==> src/design/tlpm_pkg.sv <==
// Shared types, codes and the duty scaling function of the timed LED pattern mixer.
package tlpm_pkg;

    localparam int CHAN_W     = 8;
    localparam int DUTY_W     = 13;
    localparam int MODE_W     = 2;
    localparam int INTERVAL_W = 16;
    localparam int LIFETIME_W = 24;
    localparam int DELAY_W    = 16;
    localparam int TIME_W     = 32;
    localparam int COLOUR_W   = 3 * CHAN_W;

    localparam logic OP_TICK = 1'b0;
    localparam logic OP_ADD  = 1'b1;

    localparam logic [MODE_W-1:0] MODE_SOLID = 2'd0;
    localparam logic [MODE_W-1:0] MODE_BLINK = 2'd1;
    localparam logic [MODE_W-1:0] MODE_FADE  = 2'd2;

    typedef struct packed {
        logic                  opcode;
        logic [CHAN_W-1:0]     red_level;
        logic [CHAN_W-1:0]     green_level;
        logic [CHAN_W-1:0]     blue_level;
        logic [MODE_W-1:0]     pattern_mode;
        logic [INTERVAL_W-1:0] blink_interval_ms;
        logic [LIFETIME_W-1:0] lifetime_ms;
        logic [DELAY_W-1:0]    start_delay_ms;
    } item_t;

    typedef struct packed {
        logic [DUTY_W-1:0] red_duty;
        logic [DUTY_W-1:0] green_duty;
        logic [DUTY_W-1:0] blue_duty;
        logic              add_accepted;
    } result_t;

    typedef struct packed {
        logic [COLOUR_W-1:0]   colour;
        logic [MODE_W-1:0]     mode;
        logic [INTERVAL_W-1:0] interval;
        logic [LIFETIME_W-1:0] lifetime;
        logic [TIME_W-1:0]     start_time;
    } entry_t;

    typedef enum logic [2:0] {
        ST_IDLE,
        ST_LOAD,
        ST_CHECK,
        ST_DIV,
        ST_KEEP,
        ST_FINISH
    } state_t;

    // c * 8191 / 255 = 32c + (31c) / 255, and x / 255 = (x + 1 + (x >> 8)) >> 8 for small x
    function automatic logic [DUTY_W-1:0] duty_scale(input logic [CHAN_W-1:0] c);
        logic [13:0] x;
        logic [13:0] q;
        x = 14'(c) * 14'd31;
        q = (x + 14'd1 + (x >> 8)) >> 8;
        return DUTY_W'({c, 5'b00000}) + DUTY_W'(q);
    endfunction

endpackage

==> src/design/timed_led_pattern_mixer.sv <==
// Top level of the timed LED pattern mixer: sequencer, pattern table and output registers.
// An add, stored or refused, raises done at the edge right after acceptance.
// A tick raises done once the walk has passed every table entry and ST_FINISH has run:
//   each blinking entry waits on the shared bit-serial divider in ST_DIV.
// One item at a time: busy is high only while a tick is walked; the receiver cannot stall.
// Reset clears the time counter, the entry count and the duties; table entries are not reset.
module timed_led_pattern_mixer
    import tlpm_pkg::*;
#(
    parameter int TABLE_DEPTH    = 8,
    parameter int TICK_PERIOD_MS = 1
)
(
    input  logic    clk,
    input  logic    rst_n,
    input  logic    start,
    input  item_t   item,
    output logic    busy,
    output logic    done,
    output result_t result
);

    // elapsed time in ms: a 31-bit tick difference times the tick period
    localparam int DIVIDEND_W = 32 + $clog2(TICK_PERIOD_MS);
    localparam int COUNT_W    = $clog2(TABLE_DEPTH + 1);
    localparam int IDX_W      = (TABLE_DEPTH > 1) ? $clog2(TABLE_DEPTH) : 1;
    // start delay in ticks by reciprocal multiply, exact over every 16-bit delay
    localparam int DLY_SHIFT  = DELAY_W + $clog2(TICK_PERIOD_MS);
    localparam int DLY_RECIP  = ((1 << DLY_SHIFT) + TICK_PERIOD_MS - 1) / TICK_PERIOD_MS;
    localparam int DLY_PROD_W = DELAY_W + DLY_SHIFT;

    state_t                state_reg, state_next;
    logic [TIME_W-1:0]     time_reg, time_next;
    logic [COUNT_W-1:0]    count_reg, count_next;
    logic [IDX_W-1:0]      idx_reg, idx_next;
    logic [COUNT_W-1:0]    kept_reg, kept_next;
    logic [COLOUR_W-1:0]   mix_reg, mix_next;
    logic                  lit_reg, lit_next;
    logic                  pending_reg, pending_next;
    logic [DIVIDEND_W-1:0] elapsed_reg, elapsed_next;
    logic [DUTY_W-1:0]     red_reg, red_next;
    logic [DUTY_W-1:0]     green_reg, green_next;
    logic [DUTY_W-1:0]     blue_reg, blue_next;
    logic                  acc_reg, acc_next;
    logic                  done_reg, done_next;

    // pattern table, read one entry a cycle through a registered port
    entry_t                tab_mem [TABLE_DEPTH];
    entry_t                rd_entry_reg;
    logic                  wr_en;
    logic [IDX_W-1:0]      wr_idx;
    entry_t                wr_entry;

    // shared divider
    logic                  div_go;
    logic [DIVIDEND_W-1:0] div_dividend;
    logic [INTERVAL_W-1:0] div_divisor;
    logic                  div_done;
    logic [DIVIDEND_W-1:0] div_quotient;

    logic [DLY_PROD_W-1:0] dly_prod;
    logic [DELAY_W-1:0]    dly_ticks;
    logic [TIME_W-1:0]     diff;
    logic                  last_entry;
    logic                  expired;

    tlpm_div #(
        .DIVIDEND_W (DIVIDEND_W)
    ) u_div (
        .clk      (clk),
        .rst_n    (rst_n),
        .go       (div_go),
        .dividend (div_dividend),
        .divisor  (div_divisor),
        .done     (div_done),
        .quotient (div_quotient)
    );

    assign dly_prod   = DLY_PROD_W'(item.start_delay_ms) * DLY_PROD_W'(DLY_RECIP);
    assign dly_ticks  = DELAY_W'(dly_prod >> DLY_SHIFT);
    assign diff       = time_reg - rd_entry_reg.start_time;
    assign last_entry = (COUNT_W'(idx_reg) + COUNT_W'(1)) == count_reg;
    // a started entry with a finite lifetime that has run past it
    assign expired    = !pending_reg && (rd_entry_reg.lifetime != '0)
                        && (elapsed_reg > DIVIDEND_W'(rd_entry_reg.lifetime));

    always_comb
    begin
        state_next   = state_reg;
        time_next    = time_reg;
        count_next   = count_reg;
        idx_next     = idx_reg;
        kept_next    = kept_reg;
        mix_next     = mix_reg;
        lit_next     = lit_reg;
        pending_next = pending_reg;
        elapsed_next = elapsed_reg;
        red_next     = red_reg;
        green_next   = green_reg;
        blue_next    = blue_reg;
        acc_next     = acc_reg;
        done_next    = 1'b0;
        wr_en        = 1'b0;
        wr_idx       = kept_reg[IDX_W-1:0];
        wr_entry     = rd_entry_reg;
        div_go       = 1'b0;
        div_dividend = elapsed_reg;
        div_divisor  = rd_entry_reg.interval;

        case (state_reg)
            ST_IDLE:
            begin
                if (start)
                begin
                    if (item.opcode == OP_TICK)
                    begin
                        // advance time, then walk the table from the first entry
                        time_next = time_reg + TIME_W'(1);
                        idx_next  = '0;
                        kept_next = '0;
                        mix_next  = '0;
                        if (count_reg == '0)
                            state_next = ST_FINISH;
                        else
                            state_next = ST_LOAD;
                    end
                    else if (count_reg < COUNT_W'(TABLE_DEPTH))
                    begin
                        // append behind the last entry and answer at once
                        wr_en               = 1'b1;
                        wr_idx              = count_reg[IDX_W-1:0];
                        wr_entry.colour     = {item.red_level, item.green_level,
                                               item.blue_level};
                        wr_entry.mode       = item.pattern_mode;
                        wr_entry.interval   = item.blink_interval_ms;
                        wr_entry.lifetime   = item.lifetime_ms;
                        wr_entry.start_time = time_reg + TIME_W'(dly_ticks);
                        count_next          = count_reg + COUNT_W'(1);
                        acc_next            = 1'b1;
                        done_next           = 1'b1;
                    end
                    else
                    begin
                        // table full: drop the add
                        acc_next  = 1'b0;
                        done_next = 1'b1;
                    end
                end
            end

            ST_LOAD:
            begin
                // negative difference: the entry has not started yet
                pending_next = diff[TIME_W-1];
                elapsed_next = DIVIDEND_W'(diff[TIME_W-2:0]) * DIVIDEND_W'(TICK_PERIOD_MS);
                state_next   = ST_CHECK;
            end

            ST_CHECK:
            begin
                if (expired)
                begin
                    // drop the entry; later entries close up behind the kept ones
                    if (last_entry)
                        state_next = ST_FINISH;
                    else
                    begin
                        idx_next   = idx_reg + IDX_W'(1);
                        state_next = ST_LOAD;
                    end
                end
                else if (pending_reg)
                begin
                    lit_next   = 1'b0;
                    state_next = ST_KEEP;
                end
                else
                begin
                    case (rd_entry_reg.mode)
                        MODE_SOLID, MODE_FADE:
                        begin
                            lit_next   = 1'b1;
                            state_next = ST_KEEP;
                        end
                        MODE_BLINK:
                        begin
                            if (rd_entry_reg.interval == '0)
                            begin
                                lit_next   = 1'b1;
                                state_next = ST_KEEP;
                            end
                            else
                            begin
                                div_go     = 1'b1;
                                state_next = ST_DIV;
                            end
                        end
                        default:
                        begin
                            lit_next   = 1'b0;
                            state_next = ST_KEEP;
                        end
                    endcase
                end
            end

            ST_DIV:
            begin
                if (div_done)
                begin
                    // lit during even interval periods
                    lit_next   = !div_quotient[0];
                    state_next = ST_KEEP;
                end
            end

            ST_KEEP:
            begin
                if (lit_reg)
                    mix_next = mix_reg | rd_entry_reg.colour;
                if (kept_reg[IDX_W-1:0] != idx_reg)
                    wr_en = 1'b1;
                kept_next = kept_reg + COUNT_W'(1);
                if (last_entry)
                    state_next = ST_FINISH;
                else
                begin
                    idx_next   = idx_reg + IDX_W'(1);
                    state_next = ST_LOAD;
                end
            end

            ST_FINISH:
            begin
                count_next = kept_reg;
                red_next   = duty_scale(mix_reg[3*CHAN_W-1:2*CHAN_W]);
                green_next = duty_scale(mix_reg[2*CHAN_W-1:CHAN_W]);
                blue_next  = duty_scale(mix_reg[CHAN_W-1:0]);
                acc_next   = 1'b0;
                done_next  = 1'b1;
                state_next = ST_IDLE;
            end

            default:
            begin
                state_next = ST_IDLE;
            end
        endcase
    end

    always_ff @(posedge clk or negedge rst_n)
    begin
        if (!rst_n)
        begin
            state_reg <= ST_IDLE;
            time_reg  <= '0;
            count_reg <= '0;
            idx_reg   <= '0;
            kept_reg  <= '0;
            red_reg   <= '0;
            green_reg <= '0;
            blue_reg  <= '0;
            acc_reg   <= 1'b0;
            done_reg  <= 1'b0;
        end
        else
        begin
            state_reg <= state_next;
            time_reg  <= time_next;
            count_reg <= count_next;
            idx_reg   <= idx_next;
            kept_reg  <= kept_next;
            red_reg   <= red_next;
            green_reg <= green_next;
            blue_reg  <= blue_next;
            acc_reg   <= acc_next;
            done_reg  <= done_next;
        end
    end

    always_ff @(posedge clk)
    begin
        mix_reg     <= mix_next;
        lit_reg     <= lit_next;
        pending_reg <= pending_next;
        elapsed_reg <= elapsed_next;
    end

    // table port: appended entries and compaction moves go in, the entry at the
    // next walk index comes out; moves only land below the index being read
    always_ff @(posedge clk)
    begin
        if (wr_en)
            tab_mem[wr_idx] <= wr_entry;
        rd_entry_reg <= tab_mem[idx_next];
    end

    assign busy                = (state_reg != ST_IDLE);
    assign done                = done_reg;
    assign result.red_duty     = red_reg;
    assign result.green_duty   = green_reg;
    assign result.blue_duty    = blue_reg;
    assign result.add_accepted = acc_reg;

`ifndef SYNTHESIS
    // the entry count never passes the table depth
    assert property (@(posedge clk) disable iff (!rst_n)
        count_reg <= COUNT_W'(TABLE_DEPTH))
        else $error("entry count beyond table depth");

    // an accepted word either starts work or answers at once
    assert property (@(posedge clk) disable iff (!rst_n)
        (start && !busy) |=> (busy || done))
        else $error("accepted word neither started nor answered");

    // a stored add grows the table by exactly one entry
    assert property (@(posedge clk) disable iff (!rst_n)
        (done && result.add_accepted) |-> (count_reg == COUNT_W'($past(count_reg) + 1)))
        else $error("stored add did not grow the table by one");

    // the result strobe only comes when the sequencer is back at rest
    assert property (@(posedge clk) disable iff (!rst_n)
        done |-> !busy)
        else $error("result strobe while still busy");
`endif

endmodule

==> src/design/tlpm_div.sv <==
// Shared restoring divider, one quotient bit per cycle.
module tlpm_div
    import tlpm_pkg::*;
#(
    parameter int DIVIDEND_W = 32
)
(
    input  logic                  clk,
    input  logic                  rst_n,
    input  logic                  go,
    input  logic [DIVIDEND_W-1:0] dividend,
    input  logic [INTERVAL_W-1:0] divisor,
    output logic                  done,
    output logic [DIVIDEND_W-1:0] quotient
);

    localparam int CNT_W = $clog2(DIVIDEND_W + 1);

    logic                  busy_reg, busy_next;
    logic                  done_reg, done_next;
    logic [CNT_W-1:0]      cnt_reg, cnt_next;
    logic [INTERVAL_W-1:0] rem_reg, rem_next;
    logic [DIVIDEND_W-1:0] quo_reg, quo_next;
    logic [INTERVAL_W-1:0] dsr_reg, dsr_next;
    logic [INTERVAL_W:0]   trial;

    always_comb
    begin
        busy_next = busy_reg;
        done_next = 1'b0;
        cnt_next  = cnt_reg;
        rem_next  = rem_reg;
        quo_next  = quo_reg;
        dsr_next  = dsr_reg;
        trial     = {rem_reg, quo_reg[DIVIDEND_W-1]};
        if (go)
        begin
            busy_next = 1'b1;
            cnt_next  = CNT_W'(DIVIDEND_W);
            rem_next  = '0;
            quo_next  = dividend;
            dsr_next  = divisor;
        end
        else if (busy_reg)
        begin
            // shift in the next dividend bit, subtract when it fits
            if (trial >= {1'b0, dsr_reg})
            begin
                rem_next = INTERVAL_W'(trial - {1'b0, dsr_reg});
                quo_next = {quo_reg[DIVIDEND_W-2:0], 1'b1};
            end
            else
            begin
                rem_next = trial[INTERVAL_W-1:0];
                quo_next = {quo_reg[DIVIDEND_W-2:0], 1'b0};
            end
            cnt_next = cnt_reg - CNT_W'(1);
            if (cnt_reg == CNT_W'(1))
            begin
                busy_next = 1'b0;
                done_next = 1'b1;
            end
        end
    end

    always_ff @(posedge clk or negedge rst_n)
    begin
        if (!rst_n)
        begin
            busy_reg <= 1'b0;
            done_reg <= 1'b0;
            cnt_reg  <= '0;
        end
        else
        begin
            busy_reg <= busy_next;
            done_reg <= done_next;
            cnt_reg  <= cnt_next;
        end
    end

    always_ff @(posedge clk)
    begin
        rem_reg <= rem_next;
        quo_reg <= quo_next;
        dsr_reg <= dsr_next;
    end

    assign done     = done_reg;
    assign quotient = quo_reg;

endmodule

==> config.mk <==
export PLATFORM = sky130hd
export DESIGN_NAME = timed_led_pattern_mixer
export DESIGN_NICKNAME = d
export VERILOG_FILES = /design/src/design/tlpm_pkg.sv /design/src/design/timed_led_pattern_mixer.sv /design/src/design/tlpm_div.sv
export SDC_FILE = /design/constraint.sdc
export NUM_CORES = 2
export LEC_CHECK = 0
export ABC_AREA = 1
export BUFFER_PORTS_ARGS = -buffer_cell sky130_fd_sc_hd__buf_4
export CAP_MARGIN = 0
export CORE_MARGIN = 2
export CORE_UTILIZATION = 30
export DETAILED_ROUTE_END_ITERATION = 12
export SLEW_MARGIN = 20
export SYNTH_ARGS = -nofsm -noshare
export SYNTH_HDL_FRONTEND = slang
export SYNTH_SLANG_ARGS = --single-unit
==> constraint.sdc <==
create_clock -name clk -period 10.3 [get_ports clk]
set_input_delay 0 -clock clk [delete_from_list [all_inputs] [get_ports clk]]
set_output_delay 0 -clock clk [all_outputs]
set_load 0.005 [all_outputs]
==> run_results.csv <==
group,metric,value,unit
die,rows,157,
critical_path,cpMaxStageDelayCell,"edfxtp_1",
synthesis,ys_ff_latch,1098,
job,max-cap-violations,0,
die,start_util,0.301,
die,fp.dieH,432,um
clock_network,cts_tree,"done",
critical_path,worstSetupPathType,"reg2reg",
synthesis,yosys-top-cells-area,"edfxtp_1 49%, nand2_1 10%, nand3_1 8.2%",
routing,wire_per_inst,16.5,um
synthesis,syn_avg_cell_area,9.28,sq um
sta,finalCriticalPeriod,5700,ps
die,dieArea,0.187,sq mm
sta,fin_crit_sh,0.553,
global_routing,grt_overflow,0,
critical_path,crit_family,"adder cells",
routing,drtIter0Drc,2539,
place,placed_cell_area,0.0583,sq mm
sta,rsz0062_at_grt,"false",
clock_network,cts_htree_levels,3,
finish,fin_area,0.0628,sq mm
synthesis,netlist.area_leader.share,0.486,
finish,syn_to_final_growth,14.1,%
clock_network,cts_made_buffers,113,
sta,relSlewSlack,0.251,
critical_path,max_stage_delay,540,ps
finish,fillerInstances,18400,
die,core,0.183,sq mm
die,die_width,432,um
sta,setup-violations-final,0,
clock_network,hold_buffers,70,
routing,drt-total-wl,140000,um
clock_network,cts_root_buffer,"clkbuf_16",
finish,nets,6366,
clock_network,path_clk_slew,60,ps
synthesis,yosys_warnings,0,
place,hpwl,84000,um
status,status,"finished, final reports clean",
finish,drive_gt1_frac,0.0666,
sta,setup_tns,0,ps
synthesis,async_flop_share,0.0865,
global_routing,antenna_found_initial,10,
global_routing,grt.total_usage,0.148,
sta,worst_clock_skew,59.3,ps
critical_path,critPathBufInv,7,
finish,largest_reg_flops,784,
clock_network,post_cts_buffers,0,
synthesis,ys_seq_area_frac,0.570,
power,p_per_area,142,mW/mm^2
clock_network,clockBufferDepth,3,
routing,postRouteAntennaNets,0,
critical_path,critPathRequiredTime,10970,ps
sta,max_freq,176,MHz
routing,vias_per_cell,4.56,
global_routing,grt_pass1_wl,217000,um
critical_path,endpoint_kind,"flip-flop",
clock_network,clock-sinks,1098,
clock_network,cts.repair.resized,0,
synthesis,ys.flop_type,"edfxtp_1",
synthesis,synth-edff-count,889,
power,power,8.90,mW
critical_path,cp.arrival,6360,ps
synthesis,synth_common_cells,"1523 x nand2_1, 1164 x inv_1, 897 x nand3_1, 889 x edfxtp_1, 184 x ha_1",
power,ir_drop,0.134,mV
finish,utilization,0.344,
synthesis,netlist_area,0.0550,sq mm
sta,finalHoldViolCount,0,
worst_hold_path,hp-class,"in2async",
routing,route.detailed.drc,0,
sta,drv_slew,0,
synthesis,synth_nets,6247,
synthesis,syn_inst,5923,
global_routing,grt_pass1_vias,37600,
synthesis,yosysMostFrequentCell,"nand2_1",
global_routing,grt_start_max_net_pins,205,
synthesis,synth_cell_types,51,
die,ios,128,
power,p_leak,29.8,nW
critical_path,timing.critical_path.mode_cell,"inv_1",
routing,first_pass_iters,6,
sta,worstMarginPinSlew,1120,ps
critical_path,path_max_fanout,6,
clock_network,insertion_delay,760,ps
place,place.gp.congestion,0.868,
place,io_buffers,127,
synthesis,yosysTopAreaCell,"edfxtp_1",
critical_path,cp-start-kind,"flip-flop",
routing,vias,38900,
==> per-layer routing <==
| metal | global-route usage | vias up | wire (um) |
|---|---|---|---|
| li1 | - | 19300 | - |
| met1 | 0.188 | 18600 | 61600 |
| met2 | 0.261 | 789 | 69500 |
| met3 | 0.0188 | 213 | 5550 |
| met4 | 0.0452 | 4 | 3670 |
| met5 | 0 | - | 18 |
==> final cells by class <==
cell class / count / area, sq um / share of cell area
clock inverters: 51 / 509 / 0.00811
well taps: 2385 / 2980 / 0.0476
clock buffers: 164 / 3200 / 0.0510
flip-flops and latches: 1098 / 31400 / 0.500
diodes: 1 / 2.50 / 0.0000399
inverters: 1173 / 4410 / 0.0702
multi-input cells: 3412 / 18200 / 0.290
repair buffers: 244 / 2070 / 0.0330
==> stage by stage <==
step	std cells	worst slack [ps]	hold WS, ps
6_report	8528	4600	13.2
5_1_grt	8527	4040	81.0
4_1_cts	8527	4560	33.4
3_5_place_dp	8242	4560	-196
3_3_place_gp	8242	4580	-196
2_1_floorplan	5923	3850	-296
==> cell usage in the layout (no fill, tap or decap), types with 7 or more instances in the layout <==
cell type      count
nor2_1           115
nor4_1            10
xnor2_1           54
a31oi_1           11
clkbuf_16        114
inv_1           1163
o211ai_1          12
clkbuf_1          34
o21bai_1          15
dfrtp_1           95
dlygate4sd3_1     70
clkinv_1          13
or2_2             11
ha_1             184
xor2_1            85
nand3b_1           8
nor3_1            22
inv_2              9
edfxtp_1         889
nand2_1         1521
clkbuf_8          16
a21o_1             7
o21ai_0          173
buf_4            169
a21oi_1          127
o21ai_1           10
clkinv_2          15
dfxtp_1          114
nand4_1           31
fa_1              54
nand3_1          897
nor2_4            18
==> report_power, final <==
part / leakage (nW) / total [mW] / switching [mW] / internal [mW]
Clock: 1.80 / 4.08 / 1.77 / 2.32
Combinational: 17.9 / 0.0815 / 0.0360 / 0.0455
Sequential: 10.1 / 4.73 / 0.00129 / 4.73
==> final timing paths <==
path / from / end / slack (ps) / cells past startpoint
max in group asynchronous: rst_n / time_reg[9] / 9120 / 4
min reg2reg: div_divisor[14] / u_div.dsr_reg[14] / 460 / 0
min: rst_n / blue_reg[4] / 10 / 3
max: mix_reg[12] / green_reg[11] / 4600 / 28
min in group clk: item[5] / tab_mem[4][5] / 80 / 5
max reg2reg: mix_reg[12] / green_reg[11] / 4600 / 28
==> worst reg2reg max path, delay by kind of cell (launching register included) <==
kind	cells	cell delay [ps]
flops	1	540
fa+ha+maj	7	2570
compound gates	4	790
buf+inv	7	610
simple gates	8	680
xor+xnor	2	430
==> cells by family after synthesis <==
group	count (synthesis)	share of synthesized area
fa+ha+maj	238	0.0615
xor+xnor	139	0.0221
flops	1098	0.570
simple gates	2657	0.208
buf+inv	1413	0.101
compound gates	378	0.0376
No activity file was read; power rests on OpenSTA's default activity.
